## src/cld_pkg.sv

```systemverilog
// Shared types, constants and helper functions for the content-length deframer.
// Used by every module of the block; depends on nothing else.
package cld_pkg;

	localparam int LENGTH_BITS = 31;
	localparam int PREFIX_LEN = 16;
	localparam int POS_BITS = $clog2(PREFIX_LEN + 1);
	localparam int QUEUE_DEPTH = 2;
	localparam int QPTR_BITS = $clog2(QUEUE_DEPTH);
	localparam int QCNT_BITS = $clog2(QUEUE_DEPTH + 1);

	localparam logic [7:0] CH_CR = 8'h0D;
	localparam logic [7:0] CH_LF = 8'h0A;
	localparam logic [7:0] CH_TAB = 8'h09;
	localparam logic [7:0] CH_VT = 8'h0B;
	localparam logic [7:0] CH_FF = 8'h0C;
	localparam logic [7:0] CH_SPACE = 8'h20;
	localparam logic [7:0] CH_PLUS = 8'h2B;
	localparam logic [7:0] CH_MINUS = 8'h2D;
	localparam logic [7:0] CH_ZERO = 8'h30;
	localparam logic [7:0] CH_NINE = 8'h39;

	typedef enum logic [2:0] {
		KIND_BODY       = 3'd0,
		KIND_EMPTY      = 3'd1,
		KIND_NO_LENGTH  = 3'd2,
		KIND_BAD_LENGTH = 3'd3,
		KIND_CUT_SHORT  = 3'd4
	} kind_t;

	typedef enum logic [2:0] {
		VP_PREFIX = 3'd0,
		VP_BLANKS = 3'd1,
		VP_SIGN   = 3'd2,
		VP_DIGITS = 3'd3,
		VP_DONE   = 3'd4
	} vphase_t;

	typedef struct packed {
		kind_t      kind;
		logic [7:0] data;
		logic       last;
	} result_t;

	// Characters of the "Content-Length: " header prefix.
	function automatic logic [7:0] prefix_char(input logic [3:0] idx);
		logic [7:0] c;
		case (idx)
			4'd0:    c = 8'h43;
			4'd1:    c = 8'h6F;
			4'd2:    c = 8'h6E;
			4'd3:    c = 8'h74;
			4'd4:    c = 8'h65;
			4'd5:    c = 8'h6E;
			4'd6:    c = 8'h74;
			4'd7:    c = 8'h2D;
			4'd8:    c = 8'h4C;
			4'd9:    c = 8'h65;
			4'd10:   c = 8'h6E;
			4'd11:   c = 8'h67;
			4'd12:   c = 8'h74;
			4'd13:   c = 8'h68;
			4'd14:   c = 8'h3A;
			default: c = 8'h20;
		endcase
		return c;
	endfunction

	function automatic logic is_blank(input logic [7:0] b);
		return (b == CH_SPACE) || (b == CH_TAB) || (b == CH_LF) ||
			(b == CH_VT) || (b == CH_FF);
	endfunction

endpackage

```

## src/cld_front.sv

```systemverilog
// Front part of the deframer: header scanning, length parsing and body counting.
// Emits at most one classified result per accepted byte. Depends on cld_pkg.
module cld_front import cld_pkg::*; (
	input  logic       clk,
	input  logic       arst_n,
	input  logic       take,
	input  logic [7:0] byte_in,
	input  logic       stream_end,
	output logic       res_valid,
	output result_t    res
);

	logic                   in_body_q, in_body_n;
	logic                   prev_cr_q, prev_cr_n;
	logic [1:0]             crlf_q, crlf_n;
	logic [POS_BITS-1:0]    pos_q, pos_n;
	vphase_t                vp_q, vp_n;
	logic [LENGTH_BITS-1:0] acc_q, acc_n;
	logic                   neg_q, neg_n;
	logic                   dig_q, dig_n;
	logic                   ovf_q, ovf_n;
	logic [LENGTH_BITS-1:0] left_q, left_n;
	logic                   hdr_clr;
	logic                   hdr_load;

	logic                   is_digit;
	logic [LENGTH_BITS+3:0] acc_ext;
	logic [LENGTH_BITS+3:0] prod;

	assign is_digit = (byte_in >= CH_ZERO) && (byte_in <= CH_NINE);
	assign acc_ext = {4'b0000, acc_q};
	// Times ten as two shifts; the low nibble of an ASCII digit is its value.
	assign prod = (acc_ext << 3) + (acc_ext << 1) + {{LENGTH_BITS{1'b0}}, byte_in[3:0]};

	// Value parser next state.
	always_comb begin
		pos_n = pos_q;
		vp_n = vp_q;
		acc_n = acc_q;
		neg_n = neg_q;
		dig_n = dig_q;
		ovf_n = ovf_q;
		case (vp_q)
			VP_PREFIX: begin
				if (byte_in == prefix_char(pos_q[3:0])) begin
					pos_n = pos_q + POS_BITS'(1);
					if (pos_q == POS_BITS'(PREFIX_LEN - 1))
						vp_n = VP_BLANKS;
				end else begin
					pos_n = (byte_in == prefix_char(4'd0)) ? POS_BITS'(1) : POS_BITS'(0);
				end
			end
			VP_BLANKS, VP_SIGN, VP_DIGITS: begin
				if (vp_q == VP_BLANKS && is_blank(byte_in)) begin
					vp_n = VP_BLANKS;
				end else if (vp_q == VP_BLANKS &&
						(byte_in == CH_PLUS || byte_in == CH_MINUS)) begin
					neg_n = neg_q | (byte_in == CH_MINUS);
					vp_n = VP_SIGN;
				end else if (is_digit) begin
					dig_n = 1'b1;
					vp_n = VP_DIGITS;
					if (!ovf_q) begin
						if (|prod[LENGTH_BITS+3:LENGTH_BITS])
							ovf_n = 1'b1;
						else
							acc_n = prod[LENGTH_BITS-1:0];
					end
				end else begin
					vp_n = VP_DONE;
				end
			end
			default: begin
				vp_n = vp_q;
			end
		endcase
	end

	// Line-end counting, body counting and result classification.
	always_comb begin
		res_valid = 1'b0;
		res = '{kind: KIND_BODY, data: 8'h00, last: 1'b0};
		in_body_n = in_body_q;
		left_n = left_q;
		prev_cr_n = (byte_in == CH_CR);
		crlf_n = crlf_q;
		hdr_clr = 1'b0;
		hdr_load = 1'b0;
		if (stream_end) begin
			res_valid = in_body_q;
			res.kind = KIND_CUT_SHORT;
			in_body_n = 1'b0;
			left_n = '0;
			hdr_clr = 1'b1;
		end else if (in_body_q) begin
			res_valid = 1'b1;
			res.data = byte_in;
			if (left_q <= LENGTH_BITS'(1)) begin
				res.last = 1'b1;
				left_n = '0;
				in_body_n = 1'b0;
			end else begin
				left_n = left_q - LENGTH_BITS'(1);
			end
		end else begin
			hdr_load = 1'b1;
			if (byte_in == CH_CR)
				crlf_n = crlf_q;
			else if (byte_in == CH_LF)
				crlf_n = crlf_q + {1'b0, prev_cr_q};
			else
				crlf_n = 2'd0;
			if (crlf_n == 2'd2) begin
				hdr_clr = 1'b1;
				if (vp_n == VP_PREFIX) begin
					res_valid = 1'b1;
					res.kind = KIND_NO_LENGTH;
				end else if (!dig_n || ovf_n || (neg_n && acc_n != '0)) begin
					res_valid = 1'b1;
					res.kind = KIND_BAD_LENGTH;
				end else if (acc_n == '0) begin
					res_valid = 1'b1;
					res.kind = KIND_EMPTY;
				end else begin
					in_body_n = 1'b1;
					left_n = acc_n;
				end
			end
		end
	end

	always_ff @(posedge clk or negedge arst_n) begin
		if (!arst_n) begin
			in_body_q <= 1'b0;
			left_q <= '0;
			prev_cr_q <= 1'b0;
			crlf_q <= 2'd0;
			pos_q <= '0;
			vp_q <= VP_PREFIX;
			acc_q <= '0;
			neg_q <= 1'b0;
			dig_q <= 1'b0;
			ovf_q <= 1'b0;
		end else if (take) begin
			in_body_q <= in_body_n;
			left_q <= left_n;
			if (hdr_clr) begin
				prev_cr_q <= 1'b0;
				crlf_q <= 2'd0;
				pos_q <= '0;
				vp_q <= VP_PREFIX;
				acc_q <= '0;
				neg_q <= 1'b0;
				dig_q <= 1'b0;
				ovf_q <= 1'b0;
			end else if (hdr_load) begin
				prev_cr_q <= prev_cr_n;
				crlf_q <= crlf_n;
				pos_q <= pos_n;
				vp_q <= vp_n;
				acc_q <= acc_n;
				neg_q <= neg_n;
				dig_q <= dig_n;
				ovf_q <= ovf_n;
			end
		end
	end

	// The header state is always clean while a body is being passed.
	a_body_hdr_clean: assert property (@(posedge clk) disable iff (!arst_n)
		in_body_q |-> (crlf_q == 2'd0 && vp_q == VP_PREFIX && !prev_cr_q && pos_q == '0))
		else $error("header state not cleared in body phase");

	// Two line ends always close the header at once, so the count never rests at two.
	a_crlf_low: assert property (@(posedge clk) disable iff (!arst_n)
		crlf_q[1] == 1'b0)
		else $error("line-end count left at two or more");

	// A body never starts or stays with nothing left to pass.
	a_body_nonzero: assert property (@(posedge clk) disable iff (!arst_n)
		in_body_q |-> left_q != '0)
		else $error("body phase with zero bytes left");

	// No value flags or digits before the prefix has been found.
	a_prefix_clean: assert property (@(posedge clk) disable iff (!arst_n)
		(vp_q == VP_PREFIX) |-> (acc_q == '0 && !neg_q && !dig_q && !ovf_q))
		else $error("value state set before prefix match");

endmodule

```

## src/cld_queue.sv

```systemverilog
// Two-entry result queue between the deframer front and its output stage.
// Depends on cld_pkg for the result type and depth constants.
module cld_queue import cld_pkg::*; (
	input  logic    clk,
	input  logic    arst_n,
	input  logic    push,
	input  result_t din,
	input  logic    pop,
	output result_t dout,
	output logic    not_empty,
	output logic    full
);

	result_t              mem_q [QUEUE_DEPTH];
	logic [QPTR_BITS-1:0] wr_q;
	logic [QPTR_BITS-1:0] rd_q;
	logic [QCNT_BITS-1:0] cnt_q;
	logic                 do_pop;

	assign not_empty = (cnt_q != '0);
	assign full = (cnt_q == QCNT_BITS'(QUEUE_DEPTH));
	assign do_pop = pop && not_empty;
	assign dout = mem_q[rd_q];

	always_ff @(posedge clk) begin
		if (push)
			mem_q[wr_q] <= din;
	end

	always_ff @(posedge clk or negedge arst_n) begin
		if (!arst_n) begin
			wr_q <= '0;
			rd_q <= '0;
			cnt_q <= '0;
		end else begin
			if (push)
				wr_q <= (wr_q == QPTR_BITS'(QUEUE_DEPTH - 1)) ? '0 : wr_q + QPTR_BITS'(1);
			if (do_pop)
				rd_q <= (rd_q == QPTR_BITS'(QUEUE_DEPTH - 1)) ? '0 : rd_q + QPTR_BITS'(1);
			if (push && !do_pop)
				cnt_q <= cnt_q + QCNT_BITS'(1);
			else if (!push && do_pop)
				cnt_q <= cnt_q - QCNT_BITS'(1);
		end
	end

	a_no_overfill: assert property (@(posedge clk) disable iff (!arst_n)
		cnt_q <= QCNT_BITS'(QUEUE_DEPTH))
		else $error("queue count beyond depth");

	a_push_full: assert property (@(posedge clk) disable iff (!arst_n)
		!(push && full))
		else $error("push into a full queue");

	a_cnt_grow: assert property (@(posedge clk) disable iff (!arst_n)
		(push && !do_pop) |=> cnt_q == $past(cnt_q) + QCNT_BITS'(1))
		else $error("queue count did not follow a push");

endmodule

```

## src/cld_back.sv

```systemverilog
// Output stage of the deframer: pops the result queue into the output register.
// Depends on cld_pkg for the result type.
module cld_back import cld_pkg::*; (
	input  logic       clk,
	input  logic       arst_n,
	input  logic       q_not_empty,
	input  result_t    q_data,
	output logic       pop,
	output logic       result_valid,
	input  logic       result_stall,
	output logic [2:0] kind,
	output logic [7:0] body_byte,
	output logic       last_byte
);

	logic    valid_q;
	result_t out_q;

	// The register takes a new result when it is empty or its current one transfers.
	assign pop = q_not_empty && (!valid_q || !result_stall);

	always_ff @(posedge clk or negedge arst_n) begin
		if (!arst_n)
			valid_q <= 1'b0;
		else if (!valid_q || !result_stall)
			valid_q <= q_not_empty;
	end

	always_ff @(posedge clk) begin
		if (pop)
			out_q <= q_data;
	end

	assign result_valid = valid_q;
	assign kind = out_q.kind;
	assign body_byte = out_q.data;
	assign last_byte = out_q.last;

endmodule

```

## src/content_length_deframer.sv

```systemverilog
// Content-length deframer: splits a byte stream into header-framed messages.
// Top level; instantiates cld_front, cld_queue and cld_back; uses cld_pkg.
//
// Input channel: one stream byte (byte_in) or an end-of-stream marker
// (stream_end) per transfer, on byte_valid / byte_stall. Output channel: one
// result per transfer on result_valid / result_stall: a body byte (kind 0,
// last_byte on the final one), an empty body, a missing length, a bad length,
// or a body cut short by end of stream. Header bytes give no result until the
// header ends with two CR LF pairs.
// Throughput is one byte per cycle while byte_stall is low: the front updates all
// parse state of a byte together, with the times-ten step of the length value done as
// shifts and one add. The result of an input transfer passes from the front into the
// two-entry queue, then from the queue into the output register.
// When the receiver stalls, the output register holds its result and the
// queue fills; byte_stall rises once the queue is full and drops as soon as
// an entry leaves. Reset empties the queue and output register and returns
// the parser to the start of a header.
module content_length_deframer import cld_pkg::*; (
	input  logic       clk,
	input  logic       arst_n,
	input  logic       byte_valid,
	output logic       byte_stall,
	input  logic [7:0] byte_in,
	input  logic       stream_end,
	output logic       result_valid,
	input  logic       result_stall,
	output logic [2:0] kind,
	output logic [7:0] body_byte,
	output logic       last_byte
);

	logic    take;
	logic    res_valid;
	result_t res;
	logic    q_full;
	logic    q_not_empty;
	result_t q_data;
	logic    pop;

	assign byte_stall = q_full;
	assign take = byte_valid && !q_full;

	cld_front u_front (
		.clk        (clk),
		.arst_n     (arst_n),
		.take       (take),
		.byte_in    (byte_in),
		.stream_end (stream_end),
		.res_valid  (res_valid),
		.res        (res)
	);

	cld_queue u_queue (
		.clk       (clk),
		.arst_n    (arst_n),
		.push      (take && res_valid),
		.din       (res),
		.pop       (pop),
		.dout      (q_data),
		.not_empty (q_not_empty),
		.full      (q_full)
	);

	cld_back u_back (
		.clk          (clk),
		.arst_n       (arst_n),
		.q_not_empty  (q_not_empty),
		.q_data       (q_data),
		.pop          (pop),
		.result_valid (result_valid),
		.result_stall (result_stall),
		.kind         (kind),
		.body_byte    (body_byte),
		.last_byte    (last_byte)
	);

endmodule

```

## config.mk

```make
export PLATFORM = sky130hd
export DESIGN_NAME = content_length_deframer
export DESIGN_NICKNAME = d
export VERILOG_FILES = /design/src/cld_pkg.sv /design/src/cld_front.sv /design/src/cld_queue.sv /design/src/cld_back.sv /design/src/content_length_deframer.sv
export SDC_FILE = /design/constraint.sdc
export NUM_CORES = 1
export LEC_CHECK = 0
export ABC_CLOCK_PERIOD_IN_PS = 5100
export BUFFER_PORTS_ARGS = -buffer_cell sky130_fd_sc_hd__buf_2
export CAP_MARGIN = 20
export CELL_PAD_IN_SITES_DETAIL_PLACEMENT = 0
export CELL_PAD_IN_SITES_GLOBAL_PLACEMENT = 1
export CORE_MARGIN = 2
export CORE_UTILIZATION = 49
export CTS_CLUSTER_DIAMETER = 30
export DETAILED_ROUTE_END_ITERATION = 16
export PLACE_DENSITY = 0.85
export REMOVE_ABC_BUFFERS = 1
export SLEW_MARGIN = 20
export SYNTH_ARGS = -nofsm -noshare
export SYNTH_HDL_FRONTEND = slang
export SYNTH_HIERARCHICAL = 1
export SYNTH_SLANG_ARGS = --single-unit
```

## constraint.sdc

```tcl
create_clock -name clk -period 5.1 [get_ports clk]
set_input_delay 1.02 -clock clk [delete_from_list [all_inputs] [get_ports clk]]
set_output_delay 1.02 -clock clk [all_outputs]
set_load 0.01 [all_outputs]
```

==> metrics.yaml <==
outcome:
  run_status: "finished clean"
final_layout:
  drive_gt1_share_pct: 15.0
  final_nets: 1218
  stdcell_count: 1379
  stdcell_area_um2: 10700
  antenna_cells: 0
  final_util_pct: 57.3
  syn_to_final_growth_pct: 15.9
floorplan:
  rows: 50
  die_x_um: 141
  die_y_um: 141
  dieArea_um2: 19900
  io_pins: 27
  initial_core_util_pct: 49.5
  coreArea_um2: 18600
pwr:
  clkPwrFrac_pct: 52.8
  powerDensity_nw_per_um2: 208
  swShare_pct: 25.9
  comb_power_share_pct: 3.4
  p_leak_nw: 4.80
  internal-power_mw: 1.64
  fin_total_pwr_mw: 2.22
  ir_drop_mv: 0.213
  switching_power_mw: 0.574
  seqPwrFrac_pct: 43.8
clocking:
  postCtsHoldBufs: 0
  worstSkewPairLatency_ps: 430
  clockBufferDepth: 2
  htree_num_levels: 4
  cts.sinks: 118
  cts.reportedPaths.clkPinSlew_ps: 60
  root_buffer: "clkbuf_16"
  cts_made_buffers: 17
  cts_tree: "done"
worst_setup_path:
  crit_family: "simple AND/OR/NAND/NOR gates"
  criticalPathCategory: "input pin to register"
  critPathCaptureType: "register"
  cp_cell_sequence: "buf_2, inv_1, fa_1, fa_1, nand2b_1, a21o_1, a2111oi_4, buf_4, or2_1, xor2_1, buf_4, or3_1, nor4_1, nand4_1, o31ai_1, nor2_1, o31a_1"
  arrival_ps: 5030
  cp_max_fo: 3
  path_buf_inv: 4
  startpoint_type: "input pin"
  critPathSlowestCell: "fa_1"
  critPathMaxStageDelay_ps: 540
  worst_ep_required_time_ps: 5270
detailed_routing:
  drc: 0
  drtAntennaViolNets: 0
  postRouteWirelength_um: 27100
  num_vias: 8629
  wl_per_cell_um: 19.7
  drtIter0Drc: 815
  drtPass1Iterations: 6
  viasPerCell: 6.26
global_route:
  grt_max_degree: 43
  top_usage_layer: "met2"
  overflow: 0
  antenna_found_initial: 0
  met1_usage_pct: 40.5
  grt_pass1_wl_um: 43200
  gr-usage-met3_pct: 4.62
  gr-usage-all-layers_pct: 27.6
  grt_pass1_vias: 7996
  gr-usage-met2_pct: 41.9
job:
  drv_cap: 0
sta:
  slew_headroom_pct: 40.3
  worst_pin_slew_ps: 893
  setup_tns_ps: 0
  max_freq_mhz: 206
  finalClockSkew_ps: 11.3
  timing.hold.ws_ps: 480
  fin_crit_sh_pct: 95.3
  finalCriticalPeriod_ps: 4860
  setup_viol: 0
  layout_setup_ws_ps: 238
  finalMaxSlewViolations: 0
  hold_violations: 0
logic_synthesis:
  netlist_area_um2: 9190
  avgSynthCellArea_um2: 8.67
  synth_edf_count: 36
  async_reset_ff_share_pct: 69.5
  yosys-top-cells-count: "103 x nand2_1, 94 x nor2_1, 87 x a21oi_1"
  yosys.area.top_type: "dfrtp_1"
  synth_flop_cell: "dfrtp_1"
  yosysMostFrequentCell: "nand2_1"
  ys_seq_elements: 118
  synth_cells: 1060
  yosysWarnings: 6
  yosys-top-cells-area: "dfrtp_1 22%, edfxtp_1 12%, ha_1 9.7%"
  synth.distinct_cells: 82
  yosysSeqAreaShare_pct: 34.1
  yosysTopAreaCellShare_pct: 22.3
placed_design:
  dp_cells: 1347
  portBuffers: 26
  hpwl_um: 20400
  place.gp.congestion: 0.949
  place_area_um2: 10000
  place_ws_ps: -240
min_path:
  min_path_type: "register to register"
## tightest hold or removal path, stage by stage (launching register included)
cell and delay [ps]:
dfrtp_1 340, nand2_1 50, o31ai_1 60
## what timing repair did
action / in CTS / in global routing
endpoints found under the setup margin: 0 / 26
setup buffers: 0 / 0
resized for setup: 0 / 9
## layout make-up
| class | count | area (um2) |
|---|---|---|
| fillers | 1643 | 7930 |
| multi-input cells | 861 | 5760 |
| repair buffers | 100 | 767 |
| inverters | 34 | 128 |
| clock buffers | 17 | 425 |
| clock inverters | 15 | 151 |
| flip-flops and latches | 118 | 3130 |
| well taps | 234 | 293 |
## per-layer routing
metal,routed length [um],vias up
li1,-,4136
met5,0,-
met2,12100,334
met1,13000,4117
met3,1530,42
met4,561,0
## cells by family (layout without fill, tap and decap cells)
kind of cell	count (synthesis)	in the layout	share of synthesized area (%)
AOI/OAI and AO/OA	341	341	24.3
xor gates and xnor gates	32	32	3.05
adders and majority gates	75	75	10.3
buffers and inverters	81	166	3.89
DFF	118	118	34.1
muxes	27	27	3.50
and+or+nand+nor	386	386	20.9
## placed cells by master, fill, tap and decap left out, types with 7 or more instances in the layout
cell | Yosys | final
o31ai_1 | 9 | 8
ha_1 | 71 | 71
mux2i_1 | 13 | 12
xor2_1 | 18 | 18
mux2_4 | 9 | 9
o22ai_1 | 8 | 8
nor4_1 | 17 | 17
nor3_1 | 41 | 40
nand2b_1 | 12 | 12
a22o_1 | 25 | 25
o21ai_1 | 11 | 11
a211oi_1 | 13 | 13
inv_1 | 34 | 34
a21o_1 | 15 | 15
and3_1 | 14 | 14
nand3_1 | 18 | 18
dfrtp_1 | 82 | 82
a31oi_1 | 19 | 18
o211ai_1 | 13 | 13
o21a_1 | 10 | 10
nand2_1 | 103 | 103
and2_1 | 19 | 19
edfxtp_1 | 36 | 36
or4_1 | 7 | 7
xnor2_1 | 14 | 14
nor2_1 | 94 | 94
o21ai_0 | 80 | 78
or3_1 | 9 | 9
clkbuf_16 | 0 | 17
buf_4 | 1 | 68
nand4_1 | 13 | 13
nand3b_1 | 7 | 7
a21oi_1 | 87 | 86
nor2b_1 | 8 | 8
buf_2 | 16 | 25
## sequential cells by signal (all words and copies together), names as in the netlist, 2 cells and up
name and cells:
u_back/body_byte 8, u_queue/cnt_q 2, u_front/left_q 31, u_front/crlf_q 2, u_back/kind 3, u_front/vp_q 3, u_queue/mem_q 24, u_front/pos_q 5
u_front/acc_q 31
## final timing paths
kind                                               start                              to  slack (ps)  cells after the start
setup / recovery                              byte_in[3]  u_queue/mem_q[1][10]$_DFFE_PP_         240                     17
hold reg to reg             u_front/pos_q[4]$_DFFE_PN0P_    u_front/pos_q[4]$_DFFE_PN0P_         480                      2
min in group asynchronous                         arst_n   u_front/left_q[3]$_DFFE_PN0P_         600                      1
hold / removal              u_front/pos_q[4]$_DFFE_PN0P_    u_front/pos_q[4]$_DFFE_PN0P_         480                      2
max in group asynchronous                         arst_n    u_front/acc_q[7]$_DFFE_PN0P_        3540                      2
setup reg to reg           u_front/acc_q[13]$_DFFE_PN0P_    u_queue/cnt_q[1]$_DFFE_PN0P_         420                     17
## power by group through the flow
| stage | Combinational, mW | Sequential (mW) | Clock, mW |
|---|---|---|---|
| 2_1_floorplan | 0.0270 | 0.990 | 0 |
| 3_3_place_gp | 0.0737 | 0.990 | 0 |
| 3_5_place_dp | 0.0739 | 0.990 | 0 |
| 4_1_cts | 0.0741 | 0.971 | 1.19 |
| 5_1_grt | 0.0830 | 0.971 | 1.23 |
| 6_report | 0.0747 | 0.971 | 1.17 |
No activity file was read; power rests on OpenSTA's default activity.
